### src/assert_macros.svh
// assertion macros shared by the console writer rtl
// no dependencies; define ASSERT_OFF to compile the checks out
`ifndef ASSERT_MACROS_SVH
`define ASSERT_MACROS_SVH

`ifndef ASSERT_OFF

// same-cycle implication, disabled while reset is asserted
`define ASSERT_IMPLIES(lbl, clk, rst_n, ante, cons) \
  lbl: assert property (@(posedge clk) disable iff (!rst_n) (ante) |-> (cons)) \
    else $error("same-cycle implication check failed");

// next-cycle implication, disabled while reset is asserted
`define ASSERT_NEXT(lbl, clk, rst_n, ante, cons) \
  lbl: assert property (@(posedge clk) disable iff (!rst_n) (ante) |=> (cons)) \
    else $error("next-cycle implication check failed");

`else

`define ASSERT_IMPLIES(lbl, clk, rst_n, ante, cons)
`define ASSERT_NEXT(lbl, clk, rst_n, ante, cons)

`endif

`endif

### src/tcw_pkg.sv
// shared types and constants for the text console writer
// no dependencies; imported by the controller, datapath and top level
`timescale 1ns / 1ps

package tcw_pkg;

  localparam int CMD_W      = 2;
  localparam int CHAR_W     = 8;
  localparam int ATTR_W     = 8;
  localparam int ROW_IN_W   = 5;
  localparam int COL_IN_W   = 7;
  localparam int CUR_CELL_W = 11;
  localparam int CUR_ROW_W  = 5;
  localparam int CUR_COL_W  = 7;
  localparam int CELL_W     = CHAR_W + ATTR_W;

  localparam logic [CHAR_W-1:0] NEWLINE_CODE = 8'd10;
  localparam logic [ATTR_W-1:0] RESET_ATTR   = 8'h0f;
  localparam logic [CHAR_W-1:0] BLANK_CHAR   = 8'h00;

  typedef enum logic [CMD_W-1:0] {
    CMD_PRINT     = 2'd0,
    CMD_BACKSPACE = 2'd1,
    CMD_CLEAR     = 2'd2,
    CMD_READ      = 2'd3
  } cmd_t;

  typedef enum logic [2:0] {
    MEM_NONE,
    MEM_FILL_ALL,
    MEM_BLANK_ROW,
    MEM_PUT_CURSOR,
    MEM_GET_READ
  } mem_op_t;

  typedef enum logic [2:0] {
    CUR_HOLD,
    CUR_ADV,
    CUR_BACK,
    CUR_NEWLINE,
    CUR_LAST_ROW,
    CUR_HOME
  } cur_op_t;

  typedef enum logic [2:0] {
    ST_INIT,
    ST_IDLE,
    ST_DECODE,
    ST_PUT,
    ST_SCROLL,
    ST_CLEAR,
    ST_READ_WAIT,
    ST_RESULT
  } state_t;

  typedef struct packed {
    logic    accept;
    mem_op_t mem_op;
    logic    fill_reset;
    logic    sweep_inc;
    logic    sweep_clr;
    cur_op_t cur_op;
    logic    top_inc;
    logic    top_clr;
    logic    set_scrolled;
    logic    cell_load;
    logic    out_load;
  } ctrl_cmd_t;

  typedef struct packed {
    cmd_t cmd;
    logic is_newline;
    logic past_end;
    logic at_zero;
    logic read_in_range;
    logic sweep_last_all;
    logic sweep_last_row;
  } dp_stat_t;

endpackage

### src/tcw_ctrl.sv
// sequencing state machine of the console writer
// depends on tcw_pkg; drives the datapath through ctrl_cmd_t
`timescale 1ns / 1ps

module tcw_ctrl import tcw_pkg::*; (
  input  logic      clk,
  input  logic      rst_n,
  input  logic      start,
  input  dp_stat_t  stat,
  output ctrl_cmd_t ctl,
  output logic      busy
);

  state_t state_r, state_nxt;

  always_ff @(posedge clk) begin
    if (!rst_n) begin
      state_r <= ST_INIT;
    end else begin
      state_r <= state_nxt;
    end
  end

  always_comb begin
    state_nxt = state_r;
    case (state_r)
      ST_INIT: begin
        if (stat.sweep_last_all) state_nxt = ST_IDLE;
      end
      ST_IDLE: begin
        if (start) state_nxt = ST_DECODE;
      end
      ST_DECODE: begin
        case (stat.cmd)
          CMD_PRINT: begin
            if (stat.past_end)        state_nxt = ST_SCROLL;
            else if (stat.is_newline) state_nxt = ST_RESULT;
            else                      state_nxt = ST_PUT;
          end
          CMD_BACKSPACE: state_nxt = stat.at_zero ? ST_RESULT : ST_PUT;
          CMD_CLEAR:     state_nxt = ST_CLEAR;
          CMD_READ:      state_nxt = stat.read_in_range ? ST_READ_WAIT : ST_RESULT;
          default:       state_nxt = ST_RESULT;
        endcase
      end
      ST_PUT:       state_nxt = ST_RESULT;
      ST_SCROLL: begin
        if (stat.sweep_last_row) state_nxt = stat.is_newline ? ST_RESULT : ST_PUT;
      end
      ST_CLEAR: begin
        if (stat.sweep_last_all) state_nxt = ST_RESULT;
      end
      ST_READ_WAIT: state_nxt = ST_RESULT;
      ST_RESULT:    state_nxt = ST_IDLE;
      default:      state_nxt = ST_INIT;
    endcase
  end

  always_comb begin
    ctl  = '0;
    busy = 1'b1;
    case (state_r)
      ST_INIT: begin
        ctl.mem_op     = MEM_FILL_ALL;
        ctl.fill_reset = 1'b1;
        ctl.sweep_inc  = !stat.sweep_last_all;
        ctl.sweep_clr  = stat.sweep_last_all;
      end
      ST_IDLE: begin
        busy       = 1'b0;
        ctl.accept = start;
      end
      ST_DECODE: begin
        case (stat.cmd)
          CMD_PRINT: begin
            if (!stat.past_end && stat.is_newline) ctl.cur_op = CUR_NEWLINE;
          end
          CMD_BACKSPACE: begin
            if (!stat.at_zero) ctl.cur_op = CUR_BACK;
          end
          CMD_READ: begin
            if (stat.read_in_range) ctl.mem_op = MEM_GET_READ;
          end
          default: ctl.cur_op = CUR_HOLD;
        endcase
      end
      ST_PUT: begin
        ctl.mem_op = MEM_PUT_CURSOR;
        ctl.cur_op = (stat.cmd == CMD_PRINT) ? CUR_ADV : CUR_HOLD;
      end
      ST_SCROLL: begin
        ctl.mem_op    = MEM_BLANK_ROW;
        ctl.sweep_inc = !stat.sweep_last_row;
        ctl.sweep_clr = stat.sweep_last_row;
        if (stat.sweep_last_row) begin
          ctl.top_inc      = 1'b1;
          ctl.cur_op       = CUR_LAST_ROW;
          ctl.set_scrolled = 1'b1;
        end
      end
      ST_CLEAR: begin
        ctl.mem_op    = MEM_FILL_ALL;
        ctl.sweep_inc = !stat.sweep_last_all;
        ctl.sweep_clr = stat.sweep_last_all;
        if (stat.sweep_last_all) begin
          ctl.top_clr = 1'b1;
          ctl.cur_op  = CUR_HOME;
        end
      end
      ST_READ_WAIT: ctl.cell_load = 1'b1;
      ST_RESULT:    ctl.out_load  = 1'b1;
      default:      busy = 1'b1;
    endcase
  end

endmodule

### config.mk
export PLATFORM = sky130hd
export DESIGN_NAME = tcw_ctrl
export DESIGN_NICKNAME = d
export VERILOG_FILES = /design/src/assert_macros.svh /design/src/tcw_pkg.sv /design/src/tcw_ctrl.sv
export SDC_FILE = /design/constraint.sdc
export NUM_CORES = 1
export LEC_CHECK = 0
export ABC_AREA = 1
export BUFFER_PORTS_ARGS = -buffer_cell sky130_fd_sc_hd__buf_2
export CELL_PAD_IN_SITES_DETAIL_PLACEMENT = 2
export CELL_PAD_IN_SITES_GLOBAL_PLACEMENT = 2
export CORE_MARGIN = 1
export CORE_UTILIZATION = 18
export CTS_BUF_LIST = sky130_fd_sc_hd__clkbuf_2 sky130_fd_sc_hd__clkbuf_4 sky130_fd_sc_hd__clkbuf_8
export DETAILED_ROUTE_END_ITERATION = 16
export PLACE_DENSITY = 0.81
export SYNTH_ARGS = -nofsm -noshare
export SYNTH_HDL_FRONTEND = slang
export SYNTH_SLANG_ARGS = --single-unit
export TNS_END_PERCENT = 10
### constraint.sdc
create_clock -name clk -period 1.5 [get_ports clk]
set_clock_uncertainty 0.1 [all_clocks]
set_input_delay 0.15 -clock clk [delete_from_list [all_inputs] [get_ports clk]]
set_output_delay 0.15 -clock clk [all_outputs]
set_load 0.05 [all_outputs]
; After elaboration in Yosys (flattened, before gate mapping)
; Index checks and enable logic that the tools add are counted.
[totals]
word_cells = 55
latchBits = 0
mem_count = 0
mem_bits_ro = 0
regBits = 3
mem_bits_rw = 0
output_inout_bits = 16
[classes]
n_addsub = 0
shift = 0
n_lt_le_gt_ge = 0
mux = 31
reduce_logical = 9
eq_ne = 14
n_div = 0
mul = 0
bitwise_logic = 0
[op_table]
columns = op, count
row1 = $pmux W3 S4, 3
row2 = $mux W3, 10
row3 = $pmux W3 S7, 1
row4 = $eq A3 B3 Y1 const B, 4
row5 = $mux W1, 12
row6 = $ne A2 B2 Y1 const B, 4
row7 = $pmux W2 S2, 2
row8 = $eq A3 B2 Y1 const B, 2
row9 = $eq A2 B2 Y1 const B, 2
row10 = $mux W2, 2
row11 = $mux W4, 1
row12 = $reduce_and A4 Y1, 1
row13 = $reduce_or A2 Y1, 2
row14 = $eq A3 B1 Y1 const B, 1
row15 = $logic_not A1 Y1, 3
row16 = $logic_not A3 Y1, 1
row17 = $eq A2 B1 Y1 const B, 1
row18 = $logic_not A2 Y1, 1
row19 = $logic_and A1 B1 Y1, 1

; Logic depth before layout (Yosys ltp)
[depth]
ltp_word = 5
depth_mapped = 9
mapped_depth_nobuf = 8

; Worst setup path before layout
; No wires, ideal clock.
[synth_timing]
path_type = reg2out
from = register state_r[0]
to = output ctl[7] in the netlist's numbering
path_buffers = 1
arrival_ps = 2001
path_stages_with_launch = 8
slack_ps = -751
required_time_ps = 1250
path_cell_list = dfxtp_1 buf_6 inv_1 nor2_2 nand2_1 nor2_1 inv_1 o21ai_0
[synth_rtl]
columns = element, line_no
row1 = from (decl), tcw_ctrl.sv:14  ; state_t state_r, state_nxt;
row2 = from (signal assigned), tcw_ctrl.sv:20  ; state_r <= state_nxt;
row3 = to (decl), tcw_ctrl.sv:10  ; output ctrl_cmd_t ctl,

==> results.cfg <==
[place]
detailedPlacementHpwl_mm = 1.476
dpl_cell_area_um2 = 650.6
dpl.cell_count = 143
gpl.final_weighted_congestion = 0.7329
placement.io_buffers = 26

[clock_network]
cts_inserted_buffers = 3
clock_insertion_delay_worst_skew_ns = 0.23
clock_sink_count = 3
cts_max_level = 1
tritoncts = yes
cts_root_buffer = sky130_fd_sc_hd__clkbuf_4
cts_max_path_buffers = 2
clk_pin_slew_ns = 0.03

[finish]
largest_reg_flops = 3
final_nets = 135
syn2layout_area_growth_pct = 98.83
layout_top_registers = state_r (3)
post_layout_cell_count = 151
drive_above_1_share_pct = 57.72
largest-register = state_r
finish.instance_area_um2 = 853.3
n_antenna_cell = 0

[global_route]
gr-usage-met1_pct = 20.25
grt_overflow = 0
grt_util_all_layers_pct = 15.79
first_global_vias = 694
use_met3_pct = 1.190
gr-usage-met2_pct = 28.89
layer_with_the_highest_usage = met2
grt_pass1_wl_mm = 3.153
grt_max_degree = 8
number_of_antenna_violations_at_the_first_check_in_global_routing = 0

[routing]
drt_first_pass_iters = 2
routedWlPerCell_um = 13.03
postRouteAntennaNets = 0
detail_route.vias_per_cell = 4.377
drt_iter0_drc = 2
drc = 0
routed_wl_mm = 1.968
vias = 661

[setup_path]
crit_path_max_fanout = 7
worst-endpoint-required_ns = 1.25
worst-setup-path-type = reg2out
rr_startpoint = state_r[0]$_SDFFE_PN0P_
setup.worst_path.start_class = flip-flop
timing.critical_path.slowest_stage_cell = sky130_fd_sc_hd__dfxtp_4
worstSetupStartpoint = state_r[0]$_SDFFE_PN0P_
path_cells = nor2_4, nand2_2, inv_2, nand4_1, o21ai_1, buf_6
worst-path-buf-inv = 2
cpPeakStageDelay_ns = 0.37
regToRegSetupSlack_ns = 0.10
critPathCaptureType = output pin
timing.critical_path.arrival_ns = 1.32
cpLargestDelayFamily = flip-flops

[worst_hold_path]
holdCritStartpoint = rst_n
worst_hold_path_type = in2reg

[die]
die_width_um = 50.83
floorplan.initialDensity_pct = 19.22
area_of_the_core_um2 = 2233
die-height_um = 50.83
pin_count = 27
placement_rows = 17
fp.dieArea_um2 = 2584

[logic_synthesis]
synth_cell_types = 16
synth-seq-cells = 3
postSynthCellCount = 83
syn-cell-area_um2 = 429.2
synth_seq_area_share_pct = 13.99
syn_nets = 94
synthesis_warning_total = 0
synthesis.area_per_instance_um2 = 5.171

[sta]
setup_repair_after_global_routing_missed_its_margin = yes
fin_crit_sh_pct = 104.8
drv_slew = 0
finalHoldViolations = 0
timing.slew.headroom_pct = 83.60
finalCriticalPeriod_ns = 1.572
postLayoutSetupSlackWorst_ns = -0.07204
achievable-frequency_ghz = 0.6361
setup_violations = 6
worst-slew-pin-transition_ns = 0.2477

[outcome]
result_of_the_run = finished with violations
violations = negative setup slack

[power_and_ir_drop]
leakagePower_nw = 0.4629
peakVddDrop_v = 0.0007135
power-per-cell-area_nw_per_um2 = 2166

[flow_run]
max_cap_violations = 0
-- cells in the final DEF, fill, tap and decap left out, types with 5 or more instances in the layout --
cell type                 netlist  final
sky130_fd_sc_hd__buf_2          0     12
sky130_fd_sc_hd__buf_4          1     18
sky130_fd_sc_hd__buf_6          2      7
sky130_fd_sc_hd__inv_1         15     11
sky130_fd_sc_hd__inv_2          1      5
sky130_fd_sc_hd__nand2_1       22     18
sky130_fd_sc_hd__nand3_1        7      6
sky130_fd_sc_hd__nor2_1        16     10
sky130_fd_sc_hd__nor2_4         0      6
-- power by group --
part	leakage (nW)	internal (mW)	total (mW)	switching [mW]
clock network	0.0184	0.118	0.158	0.0408
registers	0.0267	0.128	0.221	0.0932
logic	0.418	0.556	1.47	0.913
total	0.463	0.801	1.85	1.05
-- kinds of logic (layout without fill, tap and decap cells) --
family	after synthesis	count (layout)	share of synthesized area, %
buffers and inverters	19	59	20.99
AOI/OAI and AO/OA	8	8	10.49
and+or+nand+nor	53	53	54.52
DFF	3	3	13.99
-- cell usage after synthesis --
library cell / count / area share (%)
sky130_fd_sc_hd__nand2_1: 22 / 19
sky130_fd_sc_hd__nor2_1: 16 / 14
sky130_fd_sc_hd__inv_1: 15 / 13
sky130_fd_sc_hd__nand3_1: 7 / 8.2
sky130_fd_sc_hd__nor2_2: 4 / 5.8
sky130_fd_sc_hd__a21oi_1: 3 / 3.5
sky130_fd_sc_hd__dfxtp_1: 3 / 14
sky130_fd_sc_hd__o21ai_0: 3 / 3.5
sky130_fd_sc_hd__buf_6: 2 / 5.2
sky130_fd_sc_hd__nand3_2: 2 / 4.7
sky130_fd_sc_hd__a21oi_2: 1 / 2.0
sky130_fd_sc_hd__buf_4: 1 / 1.7
sky130_fd_sc_hd__inv_2: 1 / 0.87
sky130_fd_sc_hd__nand4_1: 1 / 1.5
sky130_fd_sc_hd__nor3_1: 1 / 1.2
sky130_fd_sc_hd__o22ai_1: 1 / 1.5
-- area by class of cell --
class                   instances  area (µm²)
clock buffers                   4       30.03
fillers                       289        1380
inverters                      16       60.06
multi-input cells              61       352.8
flip-flops and latches          3       71.32
well taps                      28       35.03
repair buffers                 39       304.0
-- routing by layer --
layer	wire (µm)	vias up
met2	1078	15
li1	-	334
met5	0	-
met4	0	0
met1	836	312
met3	52	0
-- through the flow --
stage | hold WS [ns] | setup TNS [ns] | utilization, % | setup slack, ns | power (mW)
final | 0.06198 | -0.2502 | 38.21 | -0.07204 | 1.848
after floorplan | 0.1705 | -1.481 | - | -0.3112 | 1.001
after global routing | 0.07994 | -0.9277 | 38.21 | -0.1454 | 1.963
after CTS | 0.06515 | -0.3198 | 36.58 | -0.07812 | 1.768
after global placement | 0.2973 | 0 | 29.13 | 0.01438 | 1.293
after detailed placement | 0.3104 | -0.2811 | 29.13 | -0.06232 | 1.339
-- worst register-to-register path, stage by stage (launching register included) --
cell,delay [ns]
sky130_fd_sc_hd__dfxtp_4,0.37
sky130_fd_sc_hd__inv_2,0.08
sky130_fd_sc_hd__nor2_4,0.04
sky130_fd_sc_hd__buf_4,0.13
sky130_fd_sc_hd__nand3_1,0.10
sky130_fd_sc_hd__nand2_1,0.08
sky130_fd_sc_hd__nor2_2,0.21
sky130_fd_sc_hd__nand2_1,0.08
sky130_fd_sc_hd__nand2_1,0.07
sky130_fd_sc_hd__nor2_1,0.04
-- final timing paths --
path,to,cells after the start
worst max-delay path,ctl[6],6
worst min-delay path,state_r[0]$_SDFFE_PN0P_,3
worst max register to register,state_r[0]$_SDFFE_PN0P_,9
worst min register to register,state_r[0]$_SDFFE_PN0P_,3
-- repair_timing --
action / 4_1_cts / 5_1_grt
pin swaps: 2 / 4
gates resized for setup: 44 / 9
hold buffers: 0 / 0
endpoints found under the setup margin: 18 / 15
buffers inserted: 2 / 2
Power figures use the tool's default switching activity.
